<file path="config.mk">
export PLATFORM = sky130hd
export DESIGN_NAME = terminal_line_editor_echo_top
export DESIGN_NICKNAME = d
export VERILOG_FILES = /design/src/design/tle_pkg.sv /design/src/design/tle_ram.sv /design/src/design/tle_ctrl.sv /design/src/design/tle_datapath.sv /design/src/design/terminal_line_editor_echo_top.sv
export SDC_FILE = /design/constraint.sdc
export NUM_CORES = 1
export LEC_CHECK = 0
export ABC_AREA = 1
export ABC_CLOCK_PERIOD_IN_PS = 8300
export BUFFER_PORTS_ARGS = -buffer_cell sky130_fd_sc_hd__buf_2
export CAP_MARGIN = 20
export CELL_PAD_IN_SITES_DETAIL_PLACEMENT = 1
export CELL_PAD_IN_SITES_GLOBAL_PLACEMENT = 2
export CORE_UTILIZATION = 44
export CTS_CLUSTER_SIZE = 20
export DETAILED_ROUTE_END_ITERATION = 6
export GPL_TIMING_DRIVEN = 1
export PLACE_DENSITY = 0.87
export SLEW_MARGIN = 10
export SYNTH_ARGS = -nofsm -noshare
export SYNTH_HDL_FRONTEND = slang
export SYNTH_SLANG_ARGS = --single-unit
</file>
<file path="constraint.sdc">
create_clock -name clk -period 8.3 [get_ports clk]
set_clock_uncertainty 0.2 [all_clocks]
set_input_delay 2.49 -clock clk [delete_from_list [all_inputs] [get_ports clk]]
set_output_delay 2.49 -clock clk [all_outputs]
set_load 0.02 [all_outputs]
</file>
<file path="src/design/tle_pkg.sv">
`timescale 1ns / 1ps
// Shared types, constants and helpers for the terminal line editor with echo.
// Used by every module of the block; depends on nothing.
package tle_pkg;

  // Default line store depth, and width of the fill count and line length
  localparam int LINE_DEPTH_DEF = 32;
  localparam int CNT_W          = 6;
  localparam int BYTE_W         = 8;
  localparam int ECHO_IDX_W     = 2;

  // Configuration port
  localparam int APB_AW  = 3;
  localparam int APB_DW  = 32;
  localparam logic REG_ECHO_ENABLE = 1'b0;  // word index of echo_enable

  // Character codes
  localparam logic [BYTE_W-1:0] CH_BS  = 8'h08;
  localparam logic [BYTE_W-1:0] CH_DEL = 8'h7F;
  localparam logic [BYTE_W-1:0] CH_CR  = 8'h0D;
  localparam logic [BYTE_W-1:0] CH_LF  = 8'h0A;
  localparam logic [BYTE_W-1:0] CH_ESC = 8'h1B;
  localparam logic [BYTE_W-1:0] CH_LBR = 8'h5B;  // '['
  localparam logic [BYTE_W-1:0] CH_K   = 8'h4B;  // 'K'

  // Last echo index for each kind of input byte
  localparam logic [ECHO_IDX_W-1:0] ECHO_LAST_CHAR  = 2'd0;
  localparam logic [ECHO_IDX_W-1:0] ECHO_LAST_CR    = 2'd1;
  localparam logic [ECHO_IDX_W-1:0] ECHO_LAST_ERASE = 2'd3;

  typedef enum logic [1:0] {
    ST_IDLE,
    ST_ECHO,
    ST_LINE
  } tle_state_t;

  // Controller to datapath
  typedef struct packed {
    logic accept;     // take the input item
    logic load_echo;  // load the next echo byte into the output register
    logic load_line;  // load the next line byte into the output register
  } tle_cmd_t;

  // Datapath to controller
  typedef struct packed {
    logic             in_echo;    // incoming item produces echo bytes
    logic             in_line;    // incoming item completes a non-empty line
    logic             line_pend;  // current item has line bytes after its echo
    logic             echo_last;  // echo index sits on the final echo byte
    logic             line_last;  // read pointer sits on the final line byte
    logic             rd_ok;      // store read data matches the read pointer
    logic             out_free;   // output register can take a result
    logic [CNT_W-1:0] count;      // current fill count
  } tle_status_t;

  // Echo byte number idx for input byte c
  function automatic logic [BYTE_W-1:0] echo_char(input logic [BYTE_W-1:0] c,
                                                  input logic is_cr,
                                                  input logic is_erase,
                                                  input logic [ECHO_IDX_W-1:0] idx);
    logic [BYTE_W-1:0] r;
    r = c;
    if (is_cr) begin
      r = (idx == 2'd0) ? CH_CR : CH_LF;
    end else if (is_erase) begin
      case (idx)
        2'd0:    r = CH_BS;
        2'd1:    r = CH_ESC;
        2'd2:    r = CH_LBR;
        default: r = CH_K;
      endcase
    end
    return r;
  endfunction

endpackage

</file>
<file path="src/design/tle_ram.sv">
`timescale 1ns / 1ps
// Generic simple dual-port RAM: one write port, one registered read port.
// Depends on tle_pkg for default sizes.
module tle_ram #(
  parameter int WIDTH = tle_pkg::BYTE_W,
  parameter int DEPTH = tle_pkg::LINE_DEPTH_DEF
) (
  input  logic                     clk,
  input  logic                     wr_en,
  input  logic [$clog2(DEPTH)-1:0] wr_addr,
  input  logic [WIDTH-1:0]         wr_data,
  input  logic [$clog2(DEPTH)-1:0] rd_addr,
  output logic [WIDTH-1:0]         rd_data
);

  logic [WIDTH-1:0] mem [DEPTH];

  // Write port and registered read
  always_ff @(posedge clk) begin
    if (wr_en) begin
      mem[wr_addr] <= wr_data;
    end
    rd_data <= mem[rd_addr];
  end

endmodule

</file>
<file path="src/design/tle_ctrl.sv">
`timescale 1ns / 1ps
// Controller state machine: input acceptance, echo sequencing, line readout.
// Depends on tle_pkg for the state, command and status types.
module tle_ctrl (
  input  logic                 clk,
  input  logic                 rst,
  input  logic                 s_tvalid,
  output logic                 s_tready,
  input  tle_pkg::tle_status_t status,
  output tle_pkg::tle_cmd_t    cmd
);

  tle_pkg::tle_state_t state, state_next;

  // State register
  always_ff @(posedge clk) begin
    if (rst) begin
      state <= tle_pkg::ST_IDLE;
    end else begin
      state <= state_next;
    end
  end

  // Next state and commands
  always_comb begin
    state_next    = state;
    s_tready      = 1'b0;
    cmd.accept    = 1'b0;
    cmd.load_echo = 1'b0;
    cmd.load_line = 1'b0;
    unique case (state)
      tle_pkg::ST_IDLE: begin
        // no item is taken while reset is held
        s_tready   = !rst;
        cmd.accept = s_tvalid && !rst;
        if (s_tvalid && !rst) begin
          if (status.in_echo) begin
            state_next = tle_pkg::ST_ECHO;
          end else if (status.in_line) begin
            state_next = tle_pkg::ST_LINE;
          end
        end
      end
      tle_pkg::ST_ECHO: begin
        if (status.out_free) begin
          cmd.load_echo = 1'b1;
          if (status.echo_last) begin
            state_next = status.line_pend ? tle_pkg::ST_LINE : tle_pkg::ST_IDLE;
          end
        end
      end
      tle_pkg::ST_LINE: begin
        if (status.out_free && status.rd_ok) begin
          cmd.load_line = 1'b1;
          if (status.line_last) begin
            state_next = tle_pkg::ST_IDLE;
          end
        end
      end
      default: state_next = tle_pkg::ST_IDLE;
    endcase
  end

endmodule

</file>
<file path="src/design/tle_datapath.sv">
`timescale 1ns / 1ps
// Datapath: fill count, line store RAM, echo and readout counters, output register.
// Depends on tle_pkg and tle_ram.
module tle_datapath #(
  parameter int LINE_DEPTH = tle_pkg::LINE_DEPTH_DEF
) (
  input  logic                         clk,
  input  logic                         rst,
  input  logic                         echo_enable,
  input  logic [tle_pkg::BYTE_W-1:0]   in_byte,
  input  tle_pkg::tle_cmd_t            cmd,
  output tle_pkg::tle_status_t         status,
  input  logic                         out_ready,
  output logic                         out_valid,
  output logic                         out_kind,
  output logic [tle_pkg::BYTE_W-1:0]   out_byte,
  output logic [tle_pkg::CNT_W-1:0]    out_len,
  output logic                         out_drop,
  output logic                         out_last
);

  localparam int AW = $clog2(LINE_DEPTH);
  localparam logic [tle_pkg::CNT_W-1:0] DEPTH_C = tle_pkg::CNT_W'(LINE_DEPTH);

  // Control state
  logic [tle_pkg::CNT_W-1:0]      count;
  logic                           line_pend;
  logic [tle_pkg::ECHO_IDX_W-1:0] echo_idx;
  logic [tle_pkg::CNT_W-1:0]      ptr;
  logic                           rd_ok;
  // Item payload
  logic [tle_pkg::BYTE_W-1:0]     c_reg;
  logic                           cr_reg;
  logic                           erase_reg;
  logic                           drop_reg;
  logic [tle_pkg::CNT_W-1:0]      line_len;
  logic [tle_pkg::ECHO_IDX_W-1:0] echo_lastidx;

  logic                           in_erase, in_cr, full, in_drop, in_append;
  logic                           wr_en, out_free;
  logic [tle_pkg::BYTE_W-1:0]     rd_data;

  // Classify the incoming byte against the current fill
  always_comb begin
    in_erase  = (in_byte == tle_pkg::CH_BS) || (in_byte == tle_pkg::CH_DEL);
    in_cr     = (in_byte == tle_pkg::CH_CR);
    full      = (count >= DEPTH_C);
    in_drop   = !in_erase && full;
    in_append = !in_erase && !full && !in_cr;
    wr_en     = cmd.accept && in_append;
    out_free  = !out_valid || out_ready;
  end

  // Status toward the controller
  always_comb begin
    status.in_echo   = echo_enable;
    status.in_line   = in_cr && !full && (count != '0);
    status.line_pend = line_pend;
    status.echo_last = (echo_idx == echo_lastidx);
    status.line_last = (ptr == line_len - tle_pkg::CNT_W'(1));
    status.rd_ok     = rd_ok;
    status.out_free  = out_free;
    status.count     = count;
  end

  // Fill count and per-item control
  always_ff @(posedge clk) begin
    if (rst) begin
      count     <= '0;
      line_pend <= 1'b0;
      echo_idx  <= '0;
      ptr       <= '0;
      rd_ok     <= 1'b0;
    end else begin
      rd_ok <= !(cmd.accept || cmd.load_line);
      if (cmd.accept) begin
        echo_idx  <= '0;
        ptr       <= '0;
        line_pend <= in_cr && !full && (count != '0);
        if (in_erase) begin
          if (count != '0) begin
            count <= count - tle_pkg::CNT_W'(1);
          end
        end else if (!full) begin
          count <= in_cr ? '0 : count + tle_pkg::CNT_W'(1);
        end
      end else begin
        if (cmd.load_echo) begin
          echo_idx <= echo_idx + tle_pkg::ECHO_IDX_W'(1);
        end
        if (cmd.load_line) begin
          ptr <= ptr + tle_pkg::CNT_W'(1);
        end
      end
    end
  end

  // Item payload captured on accept
  always_ff @(posedge clk) begin
    if (cmd.accept) begin
      c_reg     <= in_byte;
      cr_reg    <= in_cr;
      erase_reg <= in_erase;
      drop_reg  <= in_drop;
      line_len  <= count;
      if (in_cr) begin
        echo_lastidx <= tle_pkg::ECHO_LAST_CR;
      end else if (in_erase) begin
        echo_lastidx <= tle_pkg::ECHO_LAST_ERASE;
      end else begin
        echo_lastidx <= tle_pkg::ECHO_LAST_CHAR;
      end
    end
  end

  // Line store
  tle_ram #(
    .WIDTH (tle_pkg::BYTE_W),
    .DEPTH (LINE_DEPTH)
  ) u_store (
    .clk     (clk),
    .wr_en   (wr_en),
    .wr_addr (count[AW-1:0]),
    .wr_data (in_byte),
    .rd_addr (ptr[AW-1:0]),
    .rd_data (rd_data)
  );

  // Output register valid
  always_ff @(posedge clk) begin
    if (rst) begin
      out_valid <= 1'b0;
    end else if (cmd.load_echo || cmd.load_line) begin
      out_valid <= 1'b1;
    end else if (out_ready) begin
      out_valid <= 1'b0;
    end
  end

  // Output register payload
  always_ff @(posedge clk) begin
    if (cmd.load_echo) begin
      out_kind <= 1'b0;
      out_byte <= tle_pkg::echo_char(c_reg, cr_reg, erase_reg, echo_idx);
      out_len  <= '0;
      out_drop <= drop_reg;
      out_last <= (echo_idx == echo_lastidx) && !line_pend;
    end else if (cmd.load_line) begin
      out_kind <= 1'b1;
      out_byte <= rd_data;
      out_len  <= line_len;
      out_drop <= 1'b0;
      out_last <= (ptr == line_len - tle_pkg::CNT_W'(1));
    end
  end

endmodule

</file>
<file path="src/design/terminal_line_editor_echo_top.sv">
`timescale 1ns / 1ps
// Terminal line editor with echo: configuration port, controller and datapath.
// Depends on tle_pkg, tle_ctrl, tle_datapath (which holds tle_ram).
//
// Takes one received terminal byte at a time and edits a line of up to
// LINE_DEPTH bytes: BS or DEL erases the last byte, CR hands out the stored
// line as kind=1 items (each carrying the line length) and empties the
// store, other bytes are appended or dropped with the dropped flag when the
// store is full (a CR into a full store is dropped the same way). With
// echo_enable set, each byte first yields echo items (CR gives CR LF, an
// erase gives BS ESC [ K, others echo themselves). tlast marks the final
// item caused by an input byte. The block takes one byte while idle, then
// loads its echo items (0, 1, 2 or 4) one per cycle while the output register
// is free, then, for a completed line, the line bytes, each after the
// registered read port of the line RAM has caught up with the read pointer;
// an output stall holds the sequence. A new byte is accepted while the last
// result still waits in the output register. No clearing pass after reset.
module terminal_line_editor_echo_top #(
  parameter int LINE_DEPTH = tle_pkg::LINE_DEPTH_DEF
) (
  input  logic                       clk,
  input  logic                       rst,
  // Input stream
  input  logic                       s_tvalid,
  output logic                       s_tready,
  input  logic [7:0]                 s_tdata,   // [7:0] rx_byte
  // Output stream
  output logic                       m_tvalid,
  input  logic                       m_tready,
  output logic [15:0]                m_tdata,   // [7:0] out_byte, [13:8] line_length,
                                                // [14] dropped, [15] zero
  output logic                       m_tuser,   // [0] kind
  output logic                       m_tlast,   // last
  // Configuration port
  input  logic                       psel,
  input  logic                       penable,
  input  logic                       pwrite,
  input  logic [tle_pkg::APB_AW-1:0] paddr,
  input  logic [tle_pkg::APB_DW-1:0] pwdata,
  output logic [tle_pkg::APB_DW-1:0] prdata,
  output logic                       pready
);

  logic                          echo_enable;
  logic                          cfg_wr;
  tle_pkg::tle_cmd_t             cmd;
  tle_pkg::tle_status_t          status;
  logic [tle_pkg::BYTE_W-1:0]    out_byte;
  logic [tle_pkg::CNT_W-1:0]     out_len;
  logic                          out_drop;

  // Register write and read
  assign pready = 1'b1;
  assign cfg_wr = psel && penable && pwrite;

  always_ff @(posedge clk) begin
    if (rst) begin
      echo_enable <= 1'b1;
    end else if (cfg_wr && (paddr[2] == tle_pkg::REG_ECHO_ENABLE)) begin
      echo_enable <= pwdata[0];
    end
  end

  always_comb begin
    prdata = '0;
    if (paddr[2] == tle_pkg::REG_ECHO_ENABLE) begin
      prdata[0] = echo_enable;
    end
  end

  // Controller
  tle_ctrl u_ctrl (
    .clk      (clk),
    .rst      (rst),
    .s_tvalid (s_tvalid),
    .s_tready (s_tready),
    .status   (status),
    .cmd      (cmd)
  );

  // Datapath
  tle_datapath #(
    .LINE_DEPTH (LINE_DEPTH)
  ) u_dp (
    .clk         (clk),
    .rst         (rst),
    .echo_enable (echo_enable),
    .in_byte     (s_tdata),
    .cmd         (cmd),
    .status      (status),
    .out_ready   (m_tready),
    .out_valid   (m_tvalid),
    .out_kind    (m_tuser),
    .out_byte    (out_byte),
    .out_len     (out_len),
    .out_drop    (out_drop),
    .out_last    (m_tlast)
  );

  assign m_tdata = {1'b0, out_drop, out_len, out_byte};

  // Fill count never passes the store depth
  a_count_bound: assert property (@(posedge clk) disable iff (rst)
    status.count <= tle_pkg::CNT_W'(LINE_DEPTH))
    else $error("line count beyond store depth");

  // No result is loaded while the block takes input
  a_no_load_idle: assert property (@(posedge clk) disable iff (rst)
    s_tready |-> !(cmd.load_echo || cmd.load_line))
    else $error("result loaded while idle");

  // Line items never carry the drop flag
  a_line_nodrop: assert property (@(posedge clk) disable iff (rst)
    (m_tvalid && m_tuser) |-> !m_tdata[14])
    else $error("drop flag on a line item");

  // Echo items carry zero line length
  a_echo_len: assert property (@(posedge clk) disable iff (rst)
    (m_tvalid && !m_tuser) |-> (m_tdata[13:8] == '0))
    else $error("nonzero length on an echo item");

endmodule
</file>
==> results.sh, run 1 <==
export IMPL_ys_async_sr_fraction=0
export IMPL_clk_latency_ns=0.52
export IMPL_die_h_um=177
export IMPL_cp_end_kind="primary output"
export IMPL_floorplan_initialDensity=0.450
export IMPL_worst_slew_pin_slew_ns=0.966
export IMPL_root_buffer="clkbuf_16"
export IMPL_syn_to_final_growth_pct=11.0
export IMPL_nNetsFinal=1261
export IMPL_final_cells=1617
export IMPL_drt_first_pass_iters=5
export IMPL_largest_register_ffs=256
export IMPL_period_minus_slack_ns=5.59
export IMPL_drt_initial_drc_count=567
export IMPL_numCtsBuffers=36
export IMPL_ant_nets=0
export IMPL_fmax_mhz=179
export IMPL_fin_ws_ns=2.71
export IMPL_die_x_um=177
export IMPL_peakVddDrop_uv=174
export IMPL_grt_pass1_vias=9194
export IMPL_finalWirelength_mm=34.9
export IMPL_grt_antenna_before_repair=0
export IMPL_cts_buffer_depth=3
export IMPL_core_um2=29900
export IMPL_top_register="u_dp.u_store.mem"
export IMPL_placed_area_um2=13800
export IMPL_globalplace_congestion=0.768
export IMPL_p_per_area_nw_per_um2=234
export IMPL_port_buffers=36
export IMPL_fp_row_count=63
export IMPL_slowest_delay_ns=0.17
export IMPL_grt_usage=0.228
export IMPL_start_kind="primary input"
export IMPL_ys_ff_latch=320
export IMPL_synth_edf_count=285
export IMPL_grt_max_degree=79
export IMPL_io_pins=103
export IMPL_crit_top_cell="buf_2"
export IMPL_setup_viol=0
export IMPL_htreeDepth=2
export IMPL_grt_setup_unrepaired="false"
export IMPL_cp_max_fo=5
export IMPL_period_share=0.673
export IMPL_cts_tree="done"
export IMPL_grt_pass1_wl_mm=53.1
export IMPL_route_detailed_drc=0
export IMPL_yosys_most_used_dff="edfxtp_1"
export IMPL_gr_total_overflow=0
export IMPL_cts_setup_buffers=0
export IMPL_syn_instance_count=1178
export IMPL_hp_class="flop to flop"
export IMPL_avgSynthCellArea_um2=11.4
export IMPL_slew_limit_headroom=0.353
export IMPL_critical_path_class="primary input to primary output"
export IMPL_drive_above_1_share=0.0954
export IMPL_synth_area_um2=13400
export IMPL_maxCapViolCount=0
export IMPL_yosysWarnings=0
export IMPL_via_per_inst=5.53
export IMPL_num_fill_cells=3135
export IMPL_crit_chain="buf_2, nor2_1, buf_2"
export IMPL_worst_path_max_delay_cell="buf_2"
export IMPL_yosys_cell_types_count=36
export IMPL_placed_cells=1552
export IMPL_hold_ws_ns=0.265
export IMPL_fin_setup_tns_ns=0
export IMPL_multi_input_area_um2=3560
export IMPL_yosysSeqAreaShare=0.689
export IMPL_n_antenna_cell=0
export IMPL_dp_slack_ns=2.42
export IMPL_path_clk_slew_ns=0.06
export IMPL_cts_resized=0
export IMPL_p_leak_uw=0.00528
export IMPL_vias=8948
export IMPL_numClockSinks=320
export IMPL_cp_arrival_ns=2.90
export IMPL_hold_viol=0
export IMPL_sequential_cell_area_um2=9260
export IMPL_status="complete, no violations"
export IMPL_post_route_cell_area_um2=14900
export IMPL_dp_hpwl_mm=20.8
export IMPL_postCtsHoldBufs=0
export IMPL_die_area_um2=31300
export IMPL_worstPathRequired_ns=5.61
export IMPL_drv_slew=0
export IMPL_wire_per_inst_um=21.6
critical path: cells and delay by family:
family	cells	cell delay (ns)
buffers and inverters	2	0.30
and+or+nand+nor	1	0.11
cells in the final DEF, fill, tap and decap left out, types with 4 or more instances in the layout:
| master | netlist | layout |
|---|---|---|
| edfxtp_1 | 285 | 285 |
| nor2_1 | 233 | 233 |
| o21ai_0 | 160 | 160 |
| nand2_1 | 108 | 108 |
| inv_1 | 58 | 57 |
| nand3_1 | 40 | 40 |
| clkbuf_16 | 0 | 36 |
| buf_2 | 23 | 36 |
| o22ai_1 | 33 | 33 |
| conb_1 | 2 | 33 |
| dfxtp_1 | 35 | 33 |
| o211ai_1 | 30 | 30 |
| a21oi_1 | 17 | 17 |
| nand4_1 | 13 | 13 |
| clkinv_1 | 1 | 13 |
| ha_1 | 11 | 11 |
| nor3_1 | 9 | 9 |
| buf_4 | 34 | 9 |
| o21ai_1 | 8 | 8 |
| xor2_1 | 7 | 7 |
| inv_2 | 6 | 6 |
| nand2_4 | 5 | 5 |
| clkinv_2 | 0 | 5 |
| clkbuf_1 | 34 | 5 |
| o31ai_1 | 4 | 4 |
| xnor2_1 | 4 | 4 |
cell families (layout without fill, tap and decap cells):
group / Yosys count / in the layout / share of synthesized area
AND/OR/NAND/NOR: 419 / 419 / 0.131
flip-flops: 320 / 320 / 0.689
AO/OA/AOI/OAI: 257 / 257 / 0.106
buffers and inverters: 157 / 175 / 0.0555
adder cells (fa/ha/maj): 11 / 11 / 0.0102
XOR/XNOR: 11 / 11 / 0.00717
other: 2 / 33 / 0.000559
multiplexers: 1 / 1 / 0.000745
Yosys cell counts (2+ instances only):
cell / instances / area [µm²]
nand2_4: 5 / 56.3
nor2_4: 2 / 22.5
nand3_1: 40 / 200
nand4_1: 13 / 81.3
buf_2: 23 / 115
conb_1: 2 / 7.51
xor2_1: 7 / 61.3
nor2_2: 3 / 18.8
nand2_2: 2 / 12.5
dfxtp_1: 35 / 701
o22ai_1: 33 / 206
xnor2_1: 4 / 35.0
inv_1: 58 / 218
o221ai_1: 3 / 26.3
a21oi_1: 17 / 85.1
buf_4: 34 / 255
o21ai_1: 8 / 40.0
inv_2: 6 / 22.5
o31ai_1: 4 / 30.0
clkbuf_1: 34 / 128
nand2_1: 108 / 405
edfxtp_1: 285 / 8560
nor3_1: 9 / 45.0
o21ai_0: 160 / 801
ha_1: 11 / 138
o211ai_1: 30 / 225
nor2_1: 233 / 875
per-layer routing:
layer,global-route usage,share of wire
met5,0,0
met4,0.0815,0.026
met3,0.0365,0.049
met2,0.388,0.50
met1,0.295,0.43
final cells by class:
| cell class | instances | share of cell area |
|---|---|---|
| clock buffer | 41 | 0.0616 |
| tap | 390 | 0.0327 |
| clock inverter | 24 | 0.0136 |
| sequential | 320 | 0.621 |
| timing repair buffer | 45 | 0.0166 |
| inverter | 65 | 0.0164 |
| multi-input combinational | 732 | 0.238 |
power breakdown:
group	internal [µW]	switching, µW
clock network	891	636
logic	39.5	125
registers	1780	15.4
total	2710	776
path summary, 6_finish.rpt:
| path | startpoint | endpoint | slack (ns) | cells past startpoint |
|---|---|---|---|---|
| max | rst | s_tready | 2.71 | 3 |
| max reg2reg | u_dp.ptr[0]$_SDFFE_PP0P_ | u_dp.u_store.rd_data[1]$_DFF_P_ | 4.69 | 8 |
| min | u_dp.out_kind$_SDFFE_PP0P_ | u_dp.out_kind$_SDFFE_PP0P_ | 0.27 | 2 |
| min reg2reg | u_dp.out_kind$_SDFFE_PP0P_ | u_dp.out_kind$_SDFFE_PP0P_ | 0.27 | 2 |
stage by stage:
step / total power (µW) / util
4_1_cts: 3510 / 0.500
3_5_place_dp: 1990 / 0.462
2_1_floorplan: 1940 / -
6_report: 3490 / 0.500
3_3_place_gp: 1990 / 0.462
5_1_grt: 3580 / 0.500
No activity file was read; power rests on OpenSTA's default activity.
==> run 2: changes to the inputs <==
ABC_CLOCK_PERIOD_IN_PS = 5860   (was 8300)
CORE_UTILIZATION = 40   (was 44)
PLACE_DENSITY = 0.81   (was 0.87)
clock period = 5.86 ns   (was 8.3 ns; I/O delays follow)
==> run 2 against run 1 <==
Against the previous run:
- core utilization shrank 4.1 points
- combinational power grew 48%
- die area grew 9.9%
- sequential power grew 42%
- wire length grew 1.5%
- clock power grew 39%
- first-iteration DRC count grew 4.4%
- largest power group unchanged
- register-to-register slack lost 2.2 ns
- highest routed layer unchanged
==> results.sh, run 2 (same netlist as run 1, synthesis figures left out) <==
export IMPL_status="complete, no violations"
export IMPL_fmax_mhz=243
export IMPL_cts_setup_buffers=0
export IMPL_peakVddDrop_uv=249
export IMPL_die_area_um2=34300
export IMPL_swShare=0.223
export IMPL_port_buffers=36
export IMPL_hold_viol=0
export IMPL_dp_slack_ns=1.24
export IMPL_die_h_um=185
export IMPL_fin_setup_tns_ns=0
export IMPL_final_common_cell="edfxtp_1"
export IMPL_seqPwrFrac=0.519
export IMPL_hold_depth=2
export IMPL_path_clk_slew_ns=0.05
export IMPL_switching_power_uw=1090
export IMPL_rr_startpoint="u_dp.ptr[0]$_SDFFE_PP0P_"
export IMPL_p_clk_frac=0.432
export IMPL_drt_first_pass_iters=7
export IMPL_fin_ws_ns=1.74
export IMPL_wire_per_inst_um=21.1
export IMPL_crit_chain="buf_2, nor2_1, buf_2"
export IMPL_postCtsHoldBufs=0
export IMPL_worstPathRequired_ns=3.90
export IMPL_power_frac_comb=0.050
export IMPL_root_buffer="clkbuf_16"
export IMPL_grt_pass1_wl_mm=53.7
export IMPL_globalplace_congestion=0.794
export IMPL_grt_usage=0.213
export IMPL_worstReg2RegEnd="u_dp.u_store.rd_data[1]$_DFF_P_"
export IMPL_cp_arrival_ns=2.16
export IMPL_drt_initial_drc_count=592
export IMPL_cp_num_buf_inv=2
export IMPL_core_um2=32800
export IMPL_io_pins=103
export IMPL_floorplan_initialDensity=0.410
export IMPL_critical_path_class="primary input to primary output"
export IMPL_placed_cells=1613
export IMPL_grt_antenna_before_repair=0
export IMPL_worst_slew_pin_slew_ns=0.919
export IMPL_start_kind="primary input"
export IMPL_numClockSinks=320
export IMPL_route_detailed_drc=0
export IMPL_grt_setup_unrepaired="false"
export IMPL_cts_resized=0
export IMPL_min_to="u_dp.out_len[5]$_SDFFE_PP0P_"
export IMPL_p_leak_uw=0.00531
export IMPL_htreeDepth=2
export IMPL_p_int_uw=3810
export IMPL_dp_hpwl_mm=22.7
export IMPL_crit_family="buffers and inverters"
export IMPL_syn_to_final_growth_pct=11.8
export IMPL_grt_max_degree=86
export IMPL_finalWirelength_mm=35.4
export IMPL_setup_viol=0
export IMPL_reg2reg_setup_slack_ns=2.48
export IMPL_cp_max_fo=5
export IMPL_final_cells=1676
export IMPL_final_cell_mix="edfxtp_1, nor2_1, o21ai_0"
export IMPL_via_per_inst=5.32
export IMPL_grt_pass1_vias=9001
export IMPL_worstHoldStart="u_dp.out_len[5]$_SDFFE_PP0P_"
export IMPL_num_fill_cells=3540
export IMPL_drive_above_1_share=0.101
export IMPL_placed_area_um2=13900
export IMPL_hp_class="flop to flop"
export IMPL_gr_total_overflow=0
export IMPL_n_antenna_cell=0
export IMPL_maxCapViolCount=0
export IMPL_vias=8922
export IMPL_clk_latency_ns=0.53
export IMPL_period_minus_slack_ns=4.12
export IMPL_power_uw=4900
export IMPL_worst_path_max_delay_cell="buf_2"
export IMPL_cp_end_kind="primary output"
export IMPL_numCtsBuffers=36
export IMPL_post_route_cell_area_um2=15000
export IMPL_ant_nets=0
export IMPL_cts_tree="done"
export IMPL_largest_register_ffs=256
export IMPL_period_share=0.703
export IMPL_p_per_area_nw_per_um2=326
export IMPL_slowest_delay_ns=0.17
export IMPL_top_register="u_dp.u_store.mem"
export IMPL_die_x_um=185
export IMPL_worstRegToRegCells=8
export IMPL_crit_top_cell="buf_2"
export IMPL_fp_row_count=66
export IMPL_drv_slew=0
export IMPL_cts_buffer_depth=3
export IMPL_nNetsFinal=1270
export IMPL_slew_limit_headroom=0.388
## run 2: through the flow
stage	util	hold slack (ns)
finish	0.459	0.276
global route	0.459	0.328
CTS	0.459	0.285
detailed placement	0.425	0.272
global placement	0.425	0.248
floorplan	-	0.203
## run 2: how the worst max path moves through the flow
stage,start,end,cells past startpoint
floorplan,paddr[2],prdata[0],1
global placement,rst,u_dp.u_store.mem[10][7]$_DFFE_PP_,9
detailed placement,rst,u_dp.u_store.mem[1][1]$_DFFE_PP_,9
CTS,rst,s_tready,3
global route,rst,u_dp.u_store.mem[1][3]$_DFFE_PP_,9
finish,rst,s_tready,3
## run 2: final cells by class
type | count | area, µm² | share of cell area
inverters | 65 | 245 | 0.0163
multi-input cells | 732 | 3560 | 0.237
clock inverters | 16 | 115 | 0.00766
well taps | 442 | 553 | 0.0368
flip-flops and latches | 320 | 9260 | 0.616
clock buffers | 47 | 985 | 0.0655
repair buffers | 54 | 315 | 0.0210
## run 2: layer usage
layer / up-vias / track usage / part of all wire / wire length [µm]
met5: - / 0 / 0 / 0
li1: 4157 / - / - / -
met3: 62 / 0.0338 / 0.054 / 1920
met2: 254 / 0.350 / 0.48 / 16800
met4: 0 / 0.0820 / 0.029 / 1040
met1: 4449 / 0.282 / 0.44 / 15600
## run 2: power groups by stage
stage	Clock [µW]	Sequential, µW	Combinational (µW)
detailed placement	0	2590	244
global placement	0	2590	238
global route	2240	2540	270
CTS	2150	2540	245
finish	2120	2540	243
floorplan	0	2590	150
## run 2: tightest hold or removal path: stages (launching register included)
cell     delay [ns]
dfxtp_1        0.32
nor2_1         0.04
nor2_1         0.08
